===== config.mk =====
export PLATFORM = sky130hd
export DESIGN_NAME = cpn_sqrt_cell
export DESIGN_NICKNAME = d
export VERILOG_FILES = /design/src/sv/cpn_pkg.sv /design/src/sv/cpn_sqrt_cell.sv
export SDC_FILE = /design/constraint.sdc
export NUM_CORES = 1
export LEC_CHECK = 0
export ABC_AREA = 0
export ABC_CLOCK_PERIOD_IN_PS = 6200
export BUFFER_PORTS_ARGS = -buffer_cell sky130_fd_sc_hd__clkbuf_2
export CAP_MARGIN = 15
export CORE_AREA = 2 2 260 262
export DETAILED_ROUTE_END_ITERATION = 16
export DIE_AREA = 0 0 262 264
export RECOVER_POWER = 50
export REMOVE_ABC_BUFFERS = 1
export SYNTH_ARGS = -nofsm -noshare
export SYNTH_HDL_FRONTEND = slang
export SYNTH_SLANG_ARGS = --single-unit

===== constraint.sdc =====
create_clock -name clk -period 6.2 [get_ports clk]
set_input_delay 0.62 -clock clk [delete_from_list [all_inputs] [get_ports clk]]
set_output_delay 0.62 -clock clk [all_outputs]
set_load 0.005 [all_outputs]

===== src/sv/cpn_pkg.sv =====
// cpn_pkg: shared types, constants and helpers for capped_position_nudge.
// No dependencies.
`timescale 1ns / 1ps
`default_nettype none
package cpn_pkg;

  localparam int unsigned SQRT_STEPS = 32;          // one root bit per cell
  localparam int unsigned QW         = 13;          // step magnitude <= cap
  localparam int unsigned NUMW       = 45;          // |d| * cap
  localparam int unsigned DENW       = 48;          // N * root
  localparam int unsigned LATENCY    = 50;          // start to done, cycles

  localparam logic [QW-1:0] CAP_Q20 = 13'd5243;     // 0.005 m in Q11.20
  localparam logic [63:0]   CAP_SQ  = 64'd27489049; // CAP_Q20 squared

  typedef struct packed {
    logic               nudge_enable;
    logic signed [31:0] cur_x;
    logic signed [31:0] cur_y;
    logic signed [31:0] cur_z;
    logic signed [31:0] goal_x;
    logic signed [31:0] goal_y;
    logic signed [31:0] goal_z;
    logic               body_last;
  } in_t;

  typedef struct packed {
    logic signed [31:0] new_x;
    logic signed [31:0] new_y;
    logic signed [31:0] new_z;
    logic               was_capped;
    logic               out_last;
  } out_t;

  // Sideband that rides along the cell chains.
  typedef struct packed {
    logic             valid;
    logic             en;
    logic             last;
    logic             capped;
    logic [2:0]       neg;
    logic [2:0][31:0] cur;
    logic [2:0][31:0] mag;
  } side_t;

  function automatic logic [31:0] sat32(input logic signed [32:0] v);
    logic [31:0] r;
    if (v > 33'sh0_7FFF_FFFF) r = 32'h7FFF_FFFF;
    else if (v < -33'sh0_8000_0000) r = 32'h8000_0000;
    else r = v[31:0];
    return r;
  endfunction

endpackage
`default_nettype wire


===== src/sv/cpn_sqrt_cell.sv =====
// cpn_sqrt_cell: one digit step of the integer square root chain.
// Depends on cpn_pkg.
`timescale 1ns / 1ps
`default_nettype none
module cpn_sqrt_cell import cpn_pkg::*; (
  input  wire logic        clk,
  input  wire logic        rst,
  input  wire logic [63:0] rad_in,
  input  wire logic [33:0] rem_in,
  input  wire logic [31:0] root_in,
  input  wire side_t       side_in,
  output logic      [63:0] rad_out,
  output logic      [33:0] rem_out,
  output logic      [31:0] root_out,
  output side_t            side_out
);

  logic [35:0] t;
  logic [35:0] trial;
  logic        ge;

  always_comb begin
    t     = {rem_in, rad_in[63:62]};
    trial = {2'b00, root_in, 2'b01};
    ge    = (t >= trial);
  end

  always_ff @(posedge clk) begin
    rad_out  <= {rad_in[61:0], 2'b00};
    rem_out  <= ge ? 34'(t - trial) : t[33:0];
    root_out <= {root_in[30:0], ge};
    if (rst) begin
      side_out.valid <= 1'b0;
    end else begin
      side_out <= side_in;
    end
  end

endmodule
`default_nettype wire


After elaboration in Yosys (flattened, before gate mapping)
Index checks and enable logic that the tools add are counted.
{"block": "op_classes", "addsub": 1, "mul": 0, "n_div": 0, "n_lt_le_gt_ge": 1, "eq_ne": 0, "shift": 0, "mux": 1, "bitwise": 0, "n_reduce_logical": 0}
{"op": ">= comparator 36 x 34 -> 1 bit", "count": 1}
{"op": "two-way mux 34 bit", "count": 1}
{"op": "subtractor 34 bit", "count": 1}
{"block": "word_totals", "regBits": 327, "latch_bits": 0, "ramBits": 0, "romBits": 0, "inputBits": 331, "word_cells": 17, "memories": 0}

Logic depth before layout (Yosys ltp)
Gate-level depths: netlist of the first run.
{"block": "depth", "word_depth": 2, "depth_mapped": 13}

Worst setup path after synthesis of the first run
Ideal clock, no wire load.
{"block": "synth_path", "path_kind": "input port to flip-flop", "startpoint": "input rst", "endpoint": "register side_out[0] (netlist name) (enable)", "arrival_ns": 4.436, "required_ns": 5.651, "slack_ns": 1.215, "stages": 1, "path_buffers": 0, "cell_sequence": "inv_1"}
{"element": "start: declaration", "line": "cpn_sqrt_cell.sv:7", "source": "input wire logic rst,"}
{"element": "end signal: assignment", "line": "cpn_sqrt_cell.sv:35", "source": "side_out <= side_in;"}
{"element": "end: declaration", "line": "cpn_sqrt_cell.sv:15", "source": "output side_t side_out"}
No word-level cell between the ends.

Worst setup path in the final report of the first run
{"block": "layout_path", "startpoint": "input rst", "endpoint": "register side_out[82] (netlist name) (enable)"}
No word-level cell between the ends.

==> run summary, run 1 <==
MaxCap Viol Count: 2
Avg WL per Cell: 20.2 um
Root Driver: clkbuf_16
Tot Pwr: 5.62 mW
initial DRC count: 537
Setup crit start kind: input port
WL met2: 23100 um
unrepaired setup endpoints after global routing: false
share of cells above drive strength 1: 0.472
die height: 264 um
global-route usage over all layers: 0.126
#FFs+latches synth: 327
initial antenna violation count: 15
final std cells w/o fill: 2297
first-pass GRT wire length: 61600 um
Power Density: 339 mW/mm2
status: finished, violations left
DR top layer: met5
min-delay worst type: in2reg
Worst VDD drop: 0.000193 V
largest net degree at the start of global routing: 166
Yosys cell types: 63
setup bufs post-CTS: 0
port bufs: 657
Post-Syn Area: 0.0110 mm2
EDFF count, synth: 198
cts hold-fix bufs: 0
failing checks: capacitance limit, slew limit
final setup fails: 0
Slew Viols, Final: 201
Setup Crit Path Kind: in2reg
total negative setup slack: 0 ns
Post-Route WL: 46400 um
die area: 0.0692 mm2
Final ANT Viol Nets: 0
Max Fclk: 254 MHz
Ports: 660
register area share after synthesis: 0.775
post-route cell area: 0.0166 mm2
crit end category: flop
Initial Util: 0.165
RePlAce Congestion: 0.802
placed cells: 2225
Die Width: 262 um
synth warn: 0
Post-DP HPWL: 38000 um
drt first pass iters: 5
WP data required: 6.00 ns
CTS-repair resized insts: 0
CTS tree: built
via-per-instance ratio: 3.69
clk slew on worst S/H paths: 0.06 ns
Longest Clk Path Bufs: 3
CTS buffer count: 39
site row count: 95
vias in the first global route: 8613
Cells after Synth: 708
Avg Cell Area, Syn: 15.5 um2
endpoints failing hold: 0
CTS sink cnt: 327
Via Count: 8468
FFs w/ async S/R, synth: 0
worst setup slack after layout: 2.27 ns
placeable core area: 0.0666 mm2
final worst path period share: 0.635
placed cell areas: 0.0153 mm2
WP data arrival: 3.74 ns
met1 wire length: 15900 um
Util after Layout: 0.249
Nets: 1758
H-Tree Depth: 2
Place WS: 2.17 ns
DR DRC count: 0
Worst-Margin Slew: 2.43 ns
grt ovf: 0
hold slack: 0.168 ns
met3 wire len: 5180 um
critical path fanouts, max: 165
top_reg_cell synth: edfxtp_1
area grow syn2layout: 50.5%
Final min period: 3.93 ns
relative slew slack: -0.621
leakage: 7.38 nW
==> path summary, 6_finish.rpt <==
check | endpoint | slack, ns | from | depth (start not counted)
max | side_out[82] | 2.27 | rst | 3
min | rad_out[7] | 0.17 | rad_in[5] | 1
==> cell type report <==
type,instances,area (um2)
antenna,1,2.50
clock buffer,52,1120
clock inverter,19,229
fill,7101,50000
inverter,44,168
multi-input combinational,322,2220
sequential,327,8530
tap,873,1090
timing repair buffer,659,3210
==> per-layer routing <==
layer | vias up | track usage
li1 | 3939 | -
met1 | 4010 | 0.124
met2 | 409 | 0.224
met3 | 92 | 0.0570
met4 | 18 | 0.0560
met5 | - | 0
==> synthesized netlist by cell type (3+ instances only) <==
cell type	count	share of area
mux2i_1	4	0.0036
nor3_1	10	0.0045
and2_1	3	0.0017
nor2_1	18	0.0061
inv_1	43	0.015
nand3_1	6	0.0027
o41ai_2	3	0.0044
o21ai_0	41	0.019
edfxtp_1	198	0.54
o31ai_1	4	0.0027
buf_2	6	0.0027
ha_1	34	0.039
a21o_1	19	0.013
clkbuf_1	4	0.0014
xor2_1	13	0.010
and3_2	3	0.0020
o21ai_1	4	0.0018
xnor2_1	14	0.011
o21a_1	3	0.0020
nand4_1	6	0.0034
nand2_1	58	0.020
dfxtp_1	129	0.23
a31oi_1	4	0.0023
a21oi_1	28	0.013
nand2b_1	5	0.0028
==> layout by cell type, fill, tap and decap left out, types with 3 or more instances in the layout <==
cell	n
clkbuf_2	583
edfxtp_1	198
dfxtp_1	129
clkbuf_1	79
nand2_1	58
inv_1	42
o21ai_0	41
clkbuf_16	41
ha_1	34
a21oi_1	28
a21o_1	19
nor2_1	18
xnor2_1	14
xor2_1	13
nor3_1	10
nand4_1	6
nand3_1	6
clkinv_2	5
nand2b_1	5
clkbuf_8	5
a31oi_1	4
o31ai_1	4
o21ai_1	4
mux2i_1	4
and3_2	3
o41ai_2	3
and2_1	3
inv_6	3
bufinv_16	3
==> sequential cells by signal, indices dropped and copies added, names as in the netlist <==
register and count:
side_out 199, root_out 32, rem_out 34, rad_out 62
==> kinds of logic (layout without fill, tap and decap cells) <==
group | after synthesis | after routing | share of synthesized area
AO/OA/AOI/OAI | 133 | 133 | 0.0847
XOR/XNOR | 27 | 27 | 0.0215
adder cells (fa/ha/maj) | 34 | 34 | 0.0386
buffers and inverters | 60 | 774 | 0.0238
flip-flops | 327 | 327 | 0.775
multiplexers | 5 | 5 | 0.00500
other | 1 | 3 | 0.000341
AND/OR/NAND/NOR | 121 | 121 | 0.0515
==> report_power, final <==
group          internal [mW]  total [mW]  leakage (nW)  switching [mW]
Combinational          0.288       0.676          3.70           0.388
Sequential              2.51        2.56          3.03          0.0556
Clock                   1.41        2.38         0.654           0.966
Total                   4.21        5.62          7.38            1.41
==> critical path, cell delays in order <==
cell and delay [ns]:
clkbuf_1 0.15, clkinvlp_2 1.22, clkbuf_4 1.43
Note: power is estimated with default switching activity, not from simulation.
==> run 2, diff against run 1 <==
- ABC_CLOCK_PERIOD_IN_PS: 6200 -> 3750
- clock period: 6.2 -> 3.75 ns (I/O delays scaled with it)
==> run 2 against run 1 <==
  * Sequential share of layout area is 7.8 points lower
  * Routed wire length grew 11%
  * Cell count rose by 13%
  * Critical path depth rose by 8
  * Combinational power up 110%
  * Largest cell class unchanged
  * Via count rose by 16%
  * Die area unchanged
  * Critical path type unchanged
  * Flip-flop and latch count stayed put
  * Core utilization grew 4.4 points
  * The flow still finishes with violations (capacitance limit, slew limit)
  * Setup slack got worse by 1.9 ns
  * Clock-buffer cell count down 5
  * Non-clock buffer count is 295 higher
==> run summary, run 2 (same netlist as run 1, synthesis figures left out) <==
setup bufs post-CTS: 0 (unchanged)
clk slew on worst S/H paths: 0.06 ns (about the same)
final worst path period share: 0.911
leakage: 8.68 nW (was 7.38 nW)
first-pass GRT wire length: 70200 um (was 61600 um)
MaxCap Viol Count: 1 (was 2)
Slew Viols, Final: 96 (was 201)
initial antenna violation count: 9 (was 15)
met1 Use GR: 0.143 (was 0.124)
global-route usage over all layers: 0.140 (was 0.126)
fillers: 6830 (was 7101)
internal power: 7.12 mW (was 4.21 mW)
commonest non-fill, non-tap cells in the layout: 614 x clkbuf_2, 289 x dlygate4sd3_1, 198 x edfxtp_1 (was 583 x clkbuf_2, 198 x edfxtp_1, 129 x dfxtp_1)
combinational share of power: 0.147 (was 0.120)
Setup Crit Path Kind: in2reg (unchanged)
min-delay worst type: in2reg (unchanged)
Via Count: 9782 (was 8468)
failing checks: capacitance limit, slew limit (unchanged)
RePlAce Congestion: 0.782 (was 0.802)
die height: 264 um (unchanged)
max reg flops: 199 (unchanged)
Post-DP HPWL: 38700 um (was 38000 um)
critical path fanouts, max: 26 (was 165)
GRT busiest layer: met2 (unchanged)
Die Width: 262 um (unchanged)
M2 GR Usage: 0.250 (was 0.224)
share of cells above drive strength 1: 0.413 (was 0.472)
unrepaired setup endpoints after global routing: false (unchanged)
H-Tree Depth: 2 (unchanged)
port bufs: 657 (unchanged)
Max Fclk: 293 MHz
Setup crit start kind: input port (unchanged)
Post-Route WL: 51400 um (was 46400 um)
Nets: 2052 (was 1758)
CTS buffer count: 38 (was 39)
Initial Util: 0.165 (unchanged)
Worst VDD drop: 0.000285 V (was 0.000193 V)
Util after Layout: 0.293 (was 0.249)
CTS tree: built (unchanged)
status: finished, violations left (unchanged)
sequential share of power: 0.445 (was 0.456)
grt ovf: 0 (unchanged)
CTS sink cnt: 327 (unchanged)
Final ANT Viol Nets: 0 (unchanged)
Switching Share: 0.255 (was 0.251)
Ports: 660 (unchanged)
register area: 0.00853 mm2 (unchanged)
final setup fails: 0 (unchanged)
endpoints failing hold: 0 (unchanged)
sw power: 2.43 mW (was 1.41 mW)
Multi-input gate area: 0.00222 mm2 (unchanged)
Longest Clk Path Bufs: 3 (unchanged)
commonest non-fill, non-tap cell in the layout: clkbuf_2 (unchanged)
WP data arrival: 3.82 ns (was 3.74 ns)
Clock Power Share: 0.408 (was 0.423)
worst setup slack after layout: 0.333 ns (was 2.27 ns)
drt first pass iters: 5 (unchanged)
Most flops, register: side_out (unchanged)
placeable core area: 0.0666 mm2 (unchanged)
site row count: 95 (unchanged)
CTS-repair resized insts: 0 (unchanged)
Place WS: 0.366 ns (was 2.17 ns)
met3 global-route usage: 0.0476 (was 0.0570)
Final min period: 3.42 ns
vias in the first global route: 10495 (was 8613)
relative slew slack: -0.345 (was -0.621)
die area: 0.0692 mm2 (unchanged)
hold slack: 0.0612 ns (was 0.168 ns)
area grow syn2layout: 77.3% (was 50.5%)
biggest regs: side_out x199, rad_out x62, rem_out x34 (unchanged)
WP data required: 4.16 ns (was 6.00 ns)
initial DRC count: 647 (was 537)
Root Driver: clkbuf_16 (unchanged)
Power Density: 489 mW/mm2 (was 339 mW/mm2)
via-per-instance ratio: 3.77 (was 3.69)
crit end category: flop (unchanged)
DR DRC count: 0 (unchanged)
largest net degree at the start of global routing: 96 (was 166)
Worst-Margin Slew: 2.02 ns (was 2.43 ns)
Avg WL per Cell: 19.8 um (was 20.2 um)
[run 2: changes by cell type in the layout (fill, tap and decap cells not counted), moves of 2 or more]
cell           previous run  this run
buf_4                     1         6
clkbuf_1                 79        47
clkbuf_8                  5         2
clkinvlp_4                2         4
clkinv_4                  2         5
diode_2                   1         6
clkinv_1                  2         0
clkinv_2                  5         8
dlygate4sd3_1             0       289
clkbuf_2                583       614
[run 2: area by class of cell]
cell class,instances,share of cell area
timing repair buffer,954,0.317
clock buffer,47,0.0537
tap,873,0.0560
inverter,44,0.00872
antenna,6,0.000769
clock inverter,22,0.0133
sequential,327,0.437
multi-input combinational,322,0.114
[run 2: critical path, cell delays in order]
cell and delay, ns:
dlygate4sd3_1 0.53, clkbuf_1 0.11, inv_1 0.05, ha_1 0.40
a21o_1 0.27, o41ai_2 0.42, o211ai_1 0.30, a211oi_1 0.31
o21a_2 0.52, buf_4 0.35, o21ai_0 0.15
[run 2: timing repair]
action | CTS | global route
hold endpoints to repair | 289 | 0
hold buffers | 289 | 0
endpoints found under the setup margin | 0 | 0
[run 2: power groups by stage]
stage	sequential (mW)	combinational (mW)	clock (mW)
2_1_floorplan	4.35	0.369	0
6_report	4.25	1.41	3.89
4_1_cts	4.25	1.43	4.02
5_1_grt	4.28	1.53	4.17
3_3_place_gp	4.31	1.15	0
3_5_place_dp	4.32	1.16	0
[run 2: routing by layer]
layer	up-vias	wire (um)
met5	-	37
met4	6	2780
met3	107	4560
met2	459	25800
met1	4678	18200
li1	4532	-
[run 2: path summary, 6_finish.rpt]
check	start	end	slack, ns	cells after the start
worst max-delay path	root_in[7]	rem_out[9]	0.33	11
worst min-delay path	rem_in[19]	rem_out[21]	0.06	3
[run 2: stage by stage]
step | TNS (ns) | total power, mW | std cells | area, um2
after floorplan | -196.03 | 4.72 | 693 | 10900
after global placement | 0 | 5.46 | 2231 | 15400
after detailed placement | 0 | 5.48 | 2231 | 15400
after CTS | 0 | 9.70 | 2589 | 19600
after global routing | 0 | 9.98 | 2594 | 19500
final | 0 | 9.55 | 2595 | 19500
==> run 3, diff against run 2 <==
- PLACE_DENSITY: not set -> 0.48
==> run 3 against run 2 <==
  * The flow still finishes with violations (capacitance limit, slew limit)
  * Combinational power about the same
  * Non-clock buffer count shrank 9
  * Core utilization fell by 0.060 points
  * Total power is 0.60% higher
  * Critical path type unchanged
  * Critical endpoint is now rem_out[15]
  * Largest power group unchanged
==> run summary, run 3 (same netlist as run 1, synthesis figures left out) <==
biggest regs: side_out x199, rad_out x62, rem_out x34 (unchanged)
hold depth: 2 (was 3)
Most flops, register: side_out (unchanged)
Ports: 660 (unchanged)
Worst VDD drop: 0.000289 V (was 0.000285 V)
Buf+Inv Stages, Crit Path: 4 (unchanged)
drt first pass iters: 4 (was 5)
CTS sink cnt: 327 (unchanged)
share of cells above drive strength 1: 0.411 (was 0.413)
Setup Crit Path Kind: in2reg (unchanged)
Initial Util: 0.165 (unchanged)
commonest non-fill, non-tap cells in the layout: 611 x clkbuf_2, 281 x dlygate4sd3_1, 198 x edfxtp_1 (was 614 x clkbuf_2, 289 x dlygate4sd3_1, 198 x edfxtp_1)
min-delay worst type: in2reg (unchanged)
CTS-repair resized insts: 0 (unchanged)
H-Tree Depth: 2 (unchanged)
setup bufs post-CTS: 0 (unchanged)
Switching Share: 0.247 (was 0.255)
largest net degree at the start of global routing: 74 (was 96)
Root Driver: clkbuf_16 (unchanged)
hold slack: 0.0382 ns (was 0.0612 ns)
internal power: 7.24 mW (was 7.12 mW)
leakage: 8.67 nW (was 8.68 nW)
Die Width: 262 um (unchanged)
Setup crit start kind: input port (unchanged)
initial antenna violation count: 10 (was 9)
WP data arrival: 3.66 ns (was 3.82 ns)
Power Density: 493 mW/mm2 (was 489 mW/mm2)
sequential share of power: 0.442 (was 0.445)
Clock Power Share: 0.413 (was 0.408)
critical path fanouts, max: 28 (was 26)
worst hold start: rst (was rem_in[19])
initial DRC count: 517 (was 647)
first-pass GRT wire length: 68600 um (was 70200 um)
die area: 0.0692 mm2 (unchanged)
site row count: 95 (unchanged)
Multi-input gate area: 0.00222 mm2 (unchanged)
relative slew slack: -0.884 (was -0.345)
via-per-instance ratio: 3.72 (was 3.77)
Max Fclk: 307 MHz (was 293 MHz)
RePlAce Congestion: 0.819 (was 0.782)
final worst path period share: 0.868 (was 0.911)
area grow syn2layout: 76.9% (was 77.3%)
endpoints failing hold: 0 (unchanged)
CTS tree: built (unchanged)
status: finished, violations left (unchanged)
Post-DP HPWL: 39200 um (was 38700 um)
Via Count: 9621 (was 9782)
fillers: 6909 (was 6830)
DR DRC count: 0 (unchanged)
unrepaired setup endpoints after global routing: false (unchanged)
Longest Clk Path Bufs: 3 (unchanged)
Final min period: 3.26 ns (was 3.42 ns)
slowest stage cell, crit path: dlygate4sd3_1 (unchanged)
combinational share of power: 0.144 (was 0.147)
commonest non-fill, non-tap cell in the layout: clkbuf_2 (unchanged)
cts hold-fix bufs: 279 (was 289)
register area: 0.00853 mm2 (unchanged)
global-route usage over all layers: 0.136 (was 0.140)
placeable core area: 0.0666 mm2 (unchanged)
vias in the first global route: 10191 (was 10495)
final setup fails: 0 (unchanged)
clk slew on worst S/H paths: 0.06 ns (about the same)
sw power: 2.37 mW (was 2.43 mW)
Final ANT Viol Nets: 0 (unchanged)
CTS buffer count: 39 (was 38)
max reg flops: 199 (unchanged)
port bufs: 657 (unchanged)
die height: 264 um (unchanged)
worst hold path endpoint: side_out[198] (was rem_out[21])
CP delay by family, top: compound AO/OA/AOI/OAI gates (unchanged)
failing checks: capacitance limit, slew limit (unchanged)
Post-Route WL: 50000 um (was 51400 um)
Avg WL per Cell: 19.4 um (was 19.8 um)
crit-path max cell delay: 0.52 ns (was 0.53 ns)
Tot Pwr: 9.61 mW (was 9.55 mW)
grt ovf: 0 (unchanged)
MaxCap Viol Count: 1 (unchanged)
Worst-Margin Slew: 2.83 ns (was 2.02 ns)
cells along the critical path: dlygate4sd3_1, clkbuf_1, inv_1, ha_1, a21o_1, o41ai_2, o211ai_1, a211oi_1, o21a_2, buf_4, o21ai_0 (unchanged)
Nets: 2044 (was 2052)
crit end category: flop (unchanged)
Slew Viols, Final: 73 (was 96)
WP data required: 4.16 ns (about the same)
[run 3: metal layers]
layer	vias up	wire length, um	global-route usage
met2	398	24800	0.240
met5	-	52	0
met1	4624	18600	0.144
met4	8	2480	0.0675
met3	88	4080	0.0445
li1	4503	-	-
[run 3: power groups by stage]
stage | combinational [mW] | sequential, mW | clock [mW]
3_5_place_dp | 1.16 | 4.32 | 0
5_1_grt | 1.51 | 4.28 | 4.24
4_1_cts | 1.42 | 4.25 | 4.10
6_report | 1.39 | 4.25 | 3.97
2_1_floorplan | 0.369 | 4.35 | 0
3_3_place_gp | 1.16 | 4.32 | 0
[run 3: area by class of cell]
| class | count | area share |
|---|---|---|
| diodes | 4 | 0.000514 |
| clock buffers | 54 | 0.0566 |
| inverters | 44 | 0.00854 |
| clock inverters | 16 | 0.0128 |
| well taps | 873 | 0.0561 |
| flip-flops and latches | 327 | 0.438 |
| repair buffers | 945 | 0.313 |
| multi-input cells | 322 | 0.114 |
[run 3: stage by stage]
stage | cell area (um2) | TNS [ns] | worst slack [ns] | utilization | instances
2_1_floorplan | 10900 | -196.03 | -0.990 | - | 693
3_3_place_gp | 15400 | 0 | 0.529 | 0.231 | 2230
3_5_place_dp | 15400 | 0 | 0.448 | 0.231 | 2230
4_1_cts | 19500 | 0 | 0.504 | 0.293 | 2579
5_1_grt | 19500 | 0 | 0.156 | 0.293 | 2585
6_report | 19500 | 0 | 0.493 | 0.293 | 2585
[run 3: worst max-delay path by stage]
stage | from | cells after the start | endpoint | slack, ns
2_1_floorplan | rst | 1 | side_out[0] | -0.99
3_3_place_gp | root_in[3] | 13 | rem_out[5] | 0.53
3_5_place_dp | root_in[17] | 11 | rem_out[18] | 0.45
4_1_cts | root_in[7] | 11 | rem_out[18] | 0.50
5_1_grt | rst | 3 | side_out[94] | 0.16
6_report | root_in[7] | 11 | rem_out[15] | 0.49
